[src/design/vet_pkg.sv]
// shared types and constants of the violation escalation table
// no dependencies
package vet_pkg;

   localparam int SUBJECT_SLOTS = 64;
   localparam int IDX_W = (SUBJECT_SLOTS > 1) ? $clog2(SUBJECT_SLOTS) : 1;
   localparam int CNT_W = IDX_W + 1;
   localparam int ID_W = 16;
   localparam int SCORE_W = 16;
   localparam int MASK_W = 32;
   localparam int ADDR_W = 5;
   localparam int DATA_W = 32;

   typedef enum logic [1:0] {
      OP_VIOLATION = 2'd0,
      OP_QUERY     = 2'd1,
      OP_FORGET    = 2'd2,
      OP_UNUSED    = 2'd3
   } op_type;

   typedef enum logic [1:0] {
      RESP_SUSPICIOUS = 2'd0,
      RESP_QUARANTINE = 2'd1,
      RESP_ISOLATE    = 2'd2,
      RESP_KILL       = 2'd3
   } response_type;

   typedef enum logic [2:0] {
      REG_QUARANTINE_AT   = 3'd0,
      REG_ISOLATE_AT      = 3'd1,
      REG_KILL_AT         = 3'd2,
      REG_QUAR_MASK       = 3'd3,
      REG_ALL_CAPS        = 3'd4
   } reg_index_type;

   localparam logic EVENT_SYSCALL = 1'b0;
   localparam logic EVENT_ABUSE   = 1'b1;

   localparam logic [SCORE_W-1:0] SCORE_MAX = '1;

   localparam logic [SCORE_W-1:0] QUARANTINE_AT_RESET = 16'd3;
   localparam logic [SCORE_W-1:0] ISOLATE_AT_RESET    = 16'd5;
   localparam logic [SCORE_W-1:0] KILL_AT_RESET       = 16'd6;
   localparam logic [MASK_W-1:0]  QUAR_MASK_RESET     = 32'h0000_0000;
   localparam logic [MASK_W-1:0]  ALL_CAPS_RESET      = 32'hFFFF_FFFF;

endpackage

[src/design/violation_escalation_table.sv]
// violation escalation table: one memory of {owner, score} entries, full scan per item
// one item at a time: req_stall stays high until the current item's result is registered
// each item's scan reads every entry in turn through the single read port
// reset: synchronous; clears all entry valid bits (table empty) and loads register defaults
// depends on vet_pkg
module violation_escalation_table (
   input  logic                         clock,
   input  logic                         reset,
   input  logic                         req_valid,
   output logic                         req_stall,
   input  vet_pkg::op_type              req_op,
   input  logic [vet_pkg::ID_W-1:0]     req_proc_id,
   input  logic                         req_kernel_context,
   output logic                         rsp_valid,
   input  logic                         rsp_stall,
   output vet_pkg::response_type        rsp_response,
   output logic [vet_pkg::MASK_W-1:0]   rsp_revoke_mask,
   output logic                         rsp_event_kind,
   output logic [vet_pkg::SCORE_W-1:0]  rsp_score_value,
   input  logic                         csr_psel,
   input  logic                         csr_penable,
   input  logic                         csr_pwrite,
   input  logic [vet_pkg::ADDR_W-1:0]   csr_paddr,
   input  logic [vet_pkg::DATA_W-1:0]   csr_pwdata,
   output logic [vet_pkg::DATA_W-1:0]   csr_prdata,
   output logic                         csr_pready
);
   import vet_pkg::*;

   typedef enum logic [2:0] {
      ST_IDLE   = 3'b001,
      ST_SCAN   = 3'b010,
      ST_UPDATE = 3'b100
   } state_type;

   // configuration registers
   logic [SCORE_W-1:0] quarantine_at_ff, isolate_at_ff, kill_at_ff;
   logic [MASK_W-1:0]  quar_mask_ff, all_caps_ff;
   reg_index_type      csr_index;
   logic               csr_write;

   // entry memory and valid bits
   logic [ID_W+SCORE_W-1:0] mem [0:SUBJECT_SLOTS-1];
   logic [ID_W+SCORE_W-1:0] rd_data_ff;
   logic [SUBJECT_SLOTS-1:0] valid_ff;
   logic                    mem_we;
   logic [IDX_W-1:0]        wr_addr;
   logic [ID_W+SCORE_W-1:0] wr_data;

   // sequencer
   state_type          state_ff, state_in;
   logic [CNT_W-1:0]   scan_ff, scan_in;
   logic               look_valid_ff, look_valid_in;
   logic               look_live_ff;
   logic [IDX_W-1:0]   look_idx_ff, look_idx_in;
   logic [IDX_W-1:0]   rd_addr;
   logic               scan_done;

   // held item
   op_type             op_ff;
   logic [ID_W-1:0]    id_ff;
   logic               kctx_ff;

   // scan results
   logic               found_ff, found_in;
   logic [IDX_W-1:0]   hit_idx_ff, hit_idx_in;
   logic [SCORE_W-1:0] hit_score_ff, hit_score_in;
   logic               free_found_ff, free_found_in;
   logic [IDX_W-1:0]   free_idx_ff, free_idx_in;
   logic [ID_W-1:0]    look_owner;
   logic [SCORE_W-1:0] look_score;

   // result
   logic               update_fire;
   logic               accept;
   logic               rsp_valid_ff, rsp_valid_in;
   response_type       resp_ff, resp_in;
   logic [MASK_W-1:0]  mask_ff, mask_in;
   logic               kind_ff, kind_in;
   logic [SCORE_W-1:0] score_ff, score_in;
   logic [SCORE_W-1:0] base_score, new_score;
   logic [IDX_W-1:0]   slot_sel;
   logic               slot_ok;
   logic               clear_we;

   // configuration port
   assign csr_pready = 1'b1;
   assign csr_index  = reg_index_type'(csr_paddr[ADDR_W-1:2]);
   assign csr_write  = csr_psel && csr_penable && csr_pwrite && csr_pready;

   always_comb begin
      unique case (csr_index)
         REG_QUARANTINE_AT:   csr_prdata = DATA_W'(quarantine_at_ff);
         REG_ISOLATE_AT:      csr_prdata = DATA_W'(isolate_at_ff);
         REG_KILL_AT:         csr_prdata = DATA_W'(kill_at_ff);
         REG_QUAR_MASK:       csr_prdata = quar_mask_ff;
         REG_ALL_CAPS:        csr_prdata = all_caps_ff;
         default:             csr_prdata = '0;
      endcase
   end

   always_ff @(posedge clock) begin
      if (reset) begin
         quarantine_at_ff   <= QUARANTINE_AT_RESET;
         isolate_at_ff      <= ISOLATE_AT_RESET;
         kill_at_ff         <= KILL_AT_RESET;
         quar_mask_ff       <= QUAR_MASK_RESET;
         all_caps_ff        <= ALL_CAPS_RESET;
      end else if (csr_write) begin
         unique case (csr_index)
            REG_QUARANTINE_AT:   quarantine_at_ff   <= csr_pwdata[SCORE_W-1:0];
            REG_ISOLATE_AT:      isolate_at_ff      <= csr_pwdata[SCORE_W-1:0];
            REG_KILL_AT:         kill_at_ff         <= csr_pwdata[SCORE_W-1:0];
            REG_QUAR_MASK:       quar_mask_ff       <= csr_pwdata[MASK_W-1:0];
            REG_ALL_CAPS:        all_caps_ff        <= csr_pwdata[MASK_W-1:0];
            default: ;
         endcase
      end
   end

   // handshakes
   assign req_stall   = (state_ff != ST_IDLE);
   assign accept      = req_valid && !req_stall;
   assign update_fire = (state_ff == ST_UPDATE) && (!rsp_valid_ff || !rsp_stall);

   assign rsp_valid       = rsp_valid_ff;
   assign rsp_response    = resp_ff;
   assign rsp_revoke_mask = mask_ff;
   assign rsp_event_kind  = kind_ff;
   assign rsp_score_value = score_ff;

   // scan
   assign scan_done = (scan_ff == CNT_W'(SUBJECT_SLOTS));
   assign rd_addr   = scan_ff[IDX_W-1:0];
   assign look_owner = look_live_ff ? rd_data_ff[ID_W+SCORE_W-1:SCORE_W] : '0;
   assign look_score = look_live_ff ? rd_data_ff[SCORE_W-1:0] : '0;

   always_comb begin
      state_in      = state_ff;
      scan_in       = scan_ff;
      look_valid_in = 1'b0;
      look_idx_in   = look_idx_ff;
      found_in      = found_ff;
      hit_idx_in    = hit_idx_ff;
      hit_score_in  = hit_score_ff;
      free_found_in = free_found_ff;
      free_idx_in   = free_idx_ff;
      unique case (state_ff)
         ST_IDLE: begin
            if (accept) begin
               state_in      = ST_SCAN;
               scan_in       = '0;
               found_in      = 1'b0;
               free_found_in = 1'b0;
            end
         end
         ST_SCAN: begin
            if (!scan_done) begin
               look_valid_in = 1'b1;
               look_idx_in   = rd_addr;
               scan_in       = scan_ff + CNT_W'(1);
            end
            if (look_valid_ff) begin
               if (!found_ff && id_ff != '0 && look_owner == id_ff) begin
                  found_in     = 1'b1;
                  hit_idx_in   = look_idx_ff;
                  hit_score_in = look_score;
               end
               if (!free_found_ff && look_owner == '0) begin
                  free_found_in = 1'b1;
                  free_idx_in   = look_idx_ff;
               end
            end
            if (scan_done && !look_valid_ff) begin
               state_in = ST_UPDATE;
            end
         end
         ST_UPDATE: begin
            if (update_fire) begin
               state_in = ST_IDLE;
            end
         end
         default: state_in = ST_IDLE;
      endcase
   end

   // result and entry update: read-modify-write on a violation, valid-bit clear on forget
   always_comb begin
      slot_ok    = found_ff || (id_ff != '0 && free_found_ff);
      slot_sel   = found_ff ? hit_idx_ff : free_idx_ff;
      base_score = found_ff ? hit_score_ff : '0;
      new_score  = (base_score == SCORE_MAX) ? base_score : base_score + SCORE_W'(1);
      resp_in    = RESP_SUSPICIOUS;
      mask_in    = '0;
      kind_in    = EVENT_SYSCALL;
      score_in   = '0;
      mem_we     = 1'b0;
      clear_we   = 1'b0;
      wr_addr    = slot_sel;
      wr_data    = {id_ff, new_score};
      unique case (op_ff)
         OP_VIOLATION: begin
            if (!kctx_ff) begin
               if (!slot_ok) begin
                  resp_in = RESP_ISOLATE;
                  mask_in = all_caps_ff;
                  kind_in = EVENT_ABUSE;
               end else begin
                  mem_we   = update_fire;
                  score_in = new_score;
                  priority if (new_score >= kill_at_ff) resp_in = RESP_KILL;
                  else if (new_score >= isolate_at_ff) resp_in = RESP_ISOLATE;
                  else if (new_score >= quarantine_at_ff) resp_in = RESP_QUARANTINE;
                  else resp_in = RESP_SUSPICIOUS;
                  unique case (resp_in)
                     RESP_QUARANTINE:       mask_in = quar_mask_ff;
                     RESP_ISOLATE, RESP_KILL: mask_in = all_caps_ff;
                     default:               mask_in = '0;
                  endcase
               end
            end
         end
         OP_QUERY: begin
            score_in = found_ff ? hit_score_ff : '0;
         end
         OP_FORGET: begin
            clear_we = update_fire && found_ff;
            wr_addr  = hit_idx_ff;
         end
         default: ;
      endcase
      rsp_valid_in = update_fire || (rsp_valid_ff && rsp_stall);
   end

   always_ff @(posedge clock) begin
      if (mem_we) begin
         mem[wr_addr] <= wr_data;
      end
      rd_data_ff <= mem[rd_addr];
   end

   always_ff @(posedge clock) begin
      if (reset) begin
         state_ff      <= ST_IDLE;
         scan_ff       <= '0;
         look_valid_ff <= 1'b0;
         look_live_ff  <= 1'b0;
         valid_ff      <= '0;
         rsp_valid_ff  <= 1'b0;
         found_ff      <= 1'b0;
         free_found_ff <= 1'b0;
      end else begin
         state_ff      <= state_in;
         scan_ff       <= scan_in;
         look_valid_ff <= look_valid_in;
         look_live_ff  <= valid_ff[rd_addr];
         rsp_valid_ff  <= rsp_valid_in;
         found_ff      <= found_in;
         free_found_ff <= free_found_in;
         if (mem_we) begin
            valid_ff[wr_addr] <= 1'b1;
         end else if (clear_we) begin
            valid_ff[wr_addr] <= 1'b0;
         end
      end
   end

   always_ff @(posedge clock) begin
      look_idx_ff  <= look_idx_in;
      hit_idx_ff   <= hit_idx_in;
      hit_score_ff <= hit_score_in;
      free_idx_ff  <= free_idx_in;
      if (accept) begin
         op_ff   <= req_op;
         id_ff   <= req_proc_id;
         kctx_ff <= req_kernel_context;
      end
      if (update_fire) begin
         resp_ff  <= resp_in;
         mask_ff  <= mask_in;
         kind_ff  <= kind_in;
         score_ff <= score_in;
      end
   end

endmodule

[config.mk]
export PLATFORM = sky130hd
export DESIGN_NAME = violation_escalation_table
export DESIGN_NICKNAME = d
export VERILOG_FILES = /design/src/design/vet_pkg.sv /design/src/design/violation_escalation_table.sv
export SDC_FILE = /design/constraint.sdc
export NUM_CORES = 2
export LEC_CHECK = 0
export BUFFER_PORTS_ARGS = -buffer_cell sky130_fd_sc_hd__buf_2
export CELL_PAD_IN_SITES_DETAIL_PLACEMENT = 0
export CELL_PAD_IN_SITES_GLOBAL_PLACEMENT = 1
export CORE_ASPECT_RATIO = 1.75
export CORE_MARGIN = 1
export CORE_UTILIZATION = 35
export DETAILED_ROUTE_END_ITERATION = 8
export PLACE_DENSITY = 0.59
export SETUP_SLACK_MARGIN = 0.02
export SLEW_MARGIN = 20
export SYNTH_ARGS = -nofsm -noshare
export SYNTH_HDL_FRONTEND = slang
export SYNTH_SLANG_ARGS = --single-unit
[constraint.sdc]
create_clock -name clock -period 6.6 [get_ports clock]
set_input_delay 0.66 -clock clock [delete_from_list [all_inputs] [get_ports clock]]
set_output_delay 0.66 -clock clock [all_outputs]
set_load 0.1 [all_outputs]
==> results.toml <==
[finish]
final_area_um2 = 105000
fin_nets = 5146
drive_gt1_share_pct = 26.0
fillers = 23500
multi_input_area_um2 = 22400
regArea_um2 = 69100
area_growth_syn_to_layout_pct = 13.5

[job]
drv_cap = 0

[clock_network]
cts-root-buf = "clkbuf_16"
path_clk_slew_ns = 0.07
cts_tree = "built"
cts.hold.buffers_added = 31
cts.sink_count = 2375
cts_setup_buffers = 0
clockBufferDepth = 4
cts_buffers = 212
post_cts_resized = 0
cts.htree.levels = 4
clk_latency_ns = 0.89

[global_route]
grt_max_degree = 106
grt_pass1_vias = 50000
grt_first_pass_wirelength_mm = 385
grt-ovfl-total = 0
track_usage_pct = 20.4
antenna_found_initial = 12

[yosys]
synth_edf_count = 2152
synth_ff_type = "edfxtp_1"
netlist_instances = 4727
syn_nets = 4841
ys_seq_area_share_pct = 74.4
synth_top_area_cell = "edfxtp_1"
synth_top_area_share_pct = 69.6
synth.cell_area_um2 = 92800
synth.avg_cell_area_um2 = 19.6
async_reset_ff_share_pct = 0
yosysUniqueCellTypes = 70
synth-warning-count = 0
synth_area_leaders = "edfxtp_1 (70%), mux4_2 (15%), dfxtp_1 (4.8%), nand2_1 (1.5%), a21oi_1 (0.90%)"
synth_seq_cells = 2375

[worst_setup_path]
r2r_slack_ns = 0.60
r2r-end = "rsp_revoke_mask[6]"
startpoint = "found_ff"
crit_path_end_kind = "register"
crit_type = "reg -> reg"
path_cells = "and2_1 > ha_1 > nand2_1 > or4_1 > o311ai_0 > or2_2 > nor2_1 > xnor2_4 > buf_4 > ha_1 > a21oi_1 > nand2_1 > a31oi_1 > o31ai_1 > and4_1 > buf_4 > a32o_1"
rr_worst_depth = 17
timing.rr.start = "found_ff"
crit_fanout = 35
crit_family = "simple AND/OR/NAND/NOR gates"
arrival_ns = 6.60
cpPeakStageDelay_ns = 0.83
required_ns = 7.20
worst-path-buf-inv = 2
crit_slowest_cell = "o311ai_0"
crit_cells = 17
crit_path_start_kind = "register"

[floorplan]
fp.dieW_um = 391
core_area_um2 = 263000
num_rows = 249
die-area_um2 = 267000
io_pins = 149
die_y_um = 683
initial_core_util_pct = 35.3

[placed_design]
dp_hpwl_mm = 169
globalplace.congestion = 0.848
port_buffers = 145
placed_cell_area_um2 = 98600

[sta]
finalHoldViolations = 0
slew-limit-headroom_pct = 25.3
drv_slew = 0
setup_tns_ns = 0
layout_min_cycle_time_ns = 6.00
fin_crit_sh_pct = 90.9
worst_pin_slew_ns = 1.11
clock_skew_ns = 0.0589
setup_viol = 0
fmax_ghz = 0.167
rsz0062_at_grt = "false"

[detailed_routing]
drt-pass1-iter-count = 6
vias = 47700
drt-initial-drc-count = 4282
ant_nets = 0
wl_mm = 274
avgRoutedWirePerCell_um = 31.4
drc_errors = 0
via_per_inst = 5.47

[min_path]
hold_path_end = "all_caps_ff[30]"
hold_depth = 3
hold_path_class = "in -> reg"
min_from = "csr_pwdata[30]"

[pwr]
cellLeakagePower_nw = 34.4
ir_drop_v = 0.000195
p_per_area_nw_per_um2 = 274

[run_status]
status = "completed"
==> Yosys cell counts (all sizes together) (13+ instances only) <==
cell type and count:
nand2b 19, nor4 13, a22oi 75, nand3 28
ha 51, xor2 18, edfxtp 2152, nor2b 22
nand2 377, o22ai 54, nor3 20, mux4 622
a32o 33, mux2i 79, a22o 16, clkbuf 164
a21oi 167, nor2 61, a211oi 17, dfxtp 223
o21ai 108, and2 35, mux2 15, inv 123
buf 99
==> metal layers <==
layer / vias to the layer above / global-route usage (%) / share of wire, %
met5: - / 0 / 0.0051
met2: 1397 / 38.2 / 55
li1: 19900 / - / -
met3: 402 / 2.17 / 4.3
met1: 26000 / 23.4 / 37
met4: 2 / 8.15 / 4.2
==> placed cells by master, fill, tap and decap left out, drive strengths merged, types with 61 or more instances in the layout <==
| cell type | instances |
|---|---|
| nand2 | 377 |
| dfxtp | 223 |
| mux4 | 622 |
| mux2i | 79 |
| a22oi | 75 |
| clkbuf | 273 |
| o21ai | 108 |
| edfxtp | 2152 |
| buf | 323 |
| inv | 129 |
| nor2 | 61 |
| clkinv | 93 |
| a21oi | 167 |
==> area by class of cell <==
| class | count | share of cell area, % |
|---|---|---|
| inverters | 124 | 0.442 |
| flip-flops and latches | 2375 | 65.6 |
| clock buffers | 273 | 5.43 |
| repair buffers | 354 | 2.43 |
| clock inverters | 111 | 0.703 |
| multi-input cells | 1965 | 21.2 |
| well taps | 3514 | 4.17 |
| diodes | 5 | 0.0119 |
==> tightest hold or removal path, stage by stage <==
cell and delay, ns:
buf_2 0.09, mux2i_1 0.06, nand2_1 0.05
==> state kept, by name, indices dropped and copies added, names as in the netlist, 3 cells and up, named ones only <==
signal / flops
scan_ff: 7
rd_data_ff: 32
quarantine_at_ff: 16
look_idx_ff: 6
all_caps_ff: 32
rsp_revoke_mask: 32
kill_at_ff: 16
free_idx_ff: 6
id_ff: 16
hit_score_ff: 16
hit_idx_ff: 6
rsp_score_value: 16
mem: 2048
isolate_at_ff: 16
state_ff: 3
quar_mask_ff: 32
==> per-stage QoR <==
step                util (%)  power, W  worst slack (ns)  std cells  hold slack, ns
floorplan                  -    0.0170             0.110       4727           0.406
global placement        37.4    0.0172             0.689       8301           0.424
detailed placement      37.4    0.0172             0.683       8301           0.435
CTS                     40.0    0.0291             0.655       8716         0.00119
global route            40.0    0.0296             0.363       8718          0.0562
finish                  40.0    0.0289             0.599       8721          0.0412
==> cells by family (layout without fill, tap and decap cells) <==
kind of cell,Yosys count,count (layout),synth area share (%)
flops,2375,2375,74.4
xor+xnor,23,23,0.217
fa+ha+maj,51,51,0.687
other cells,1,6,0.00404
compound gates,540,540,3.72
buf+inv,387,862,1.73
simple gates,634,634,3.10
mux,716,716,16.1
==> where the power goes <==
part	total, W	switching (W)	leakage [nW]	internal [W]
Clock	0.0119	0.00553	3.16	0.00641
Sequential	0.0163	0.0000301	23.4	0.0163
Combinational	0.000577	0.000424	7.88	0.000153
Total	0.0289	0.00599	34.4	0.0229
==> how the worst max path moves through the flow <==
stage,to
2_1_floorplan,rsp_revoke_mask[1]
3_3_place_gp,rsp_revoke_mask[25]
3_5_place_dp,rsp_revoke_mask[20]
4_1_cts,rsp_revoke_mask[6]
5_1_grt,rsp_revoke_mask[6]
6_report,rsp_revoke_mask[6]
No activity file was read; power rests on OpenSTA's default activity.
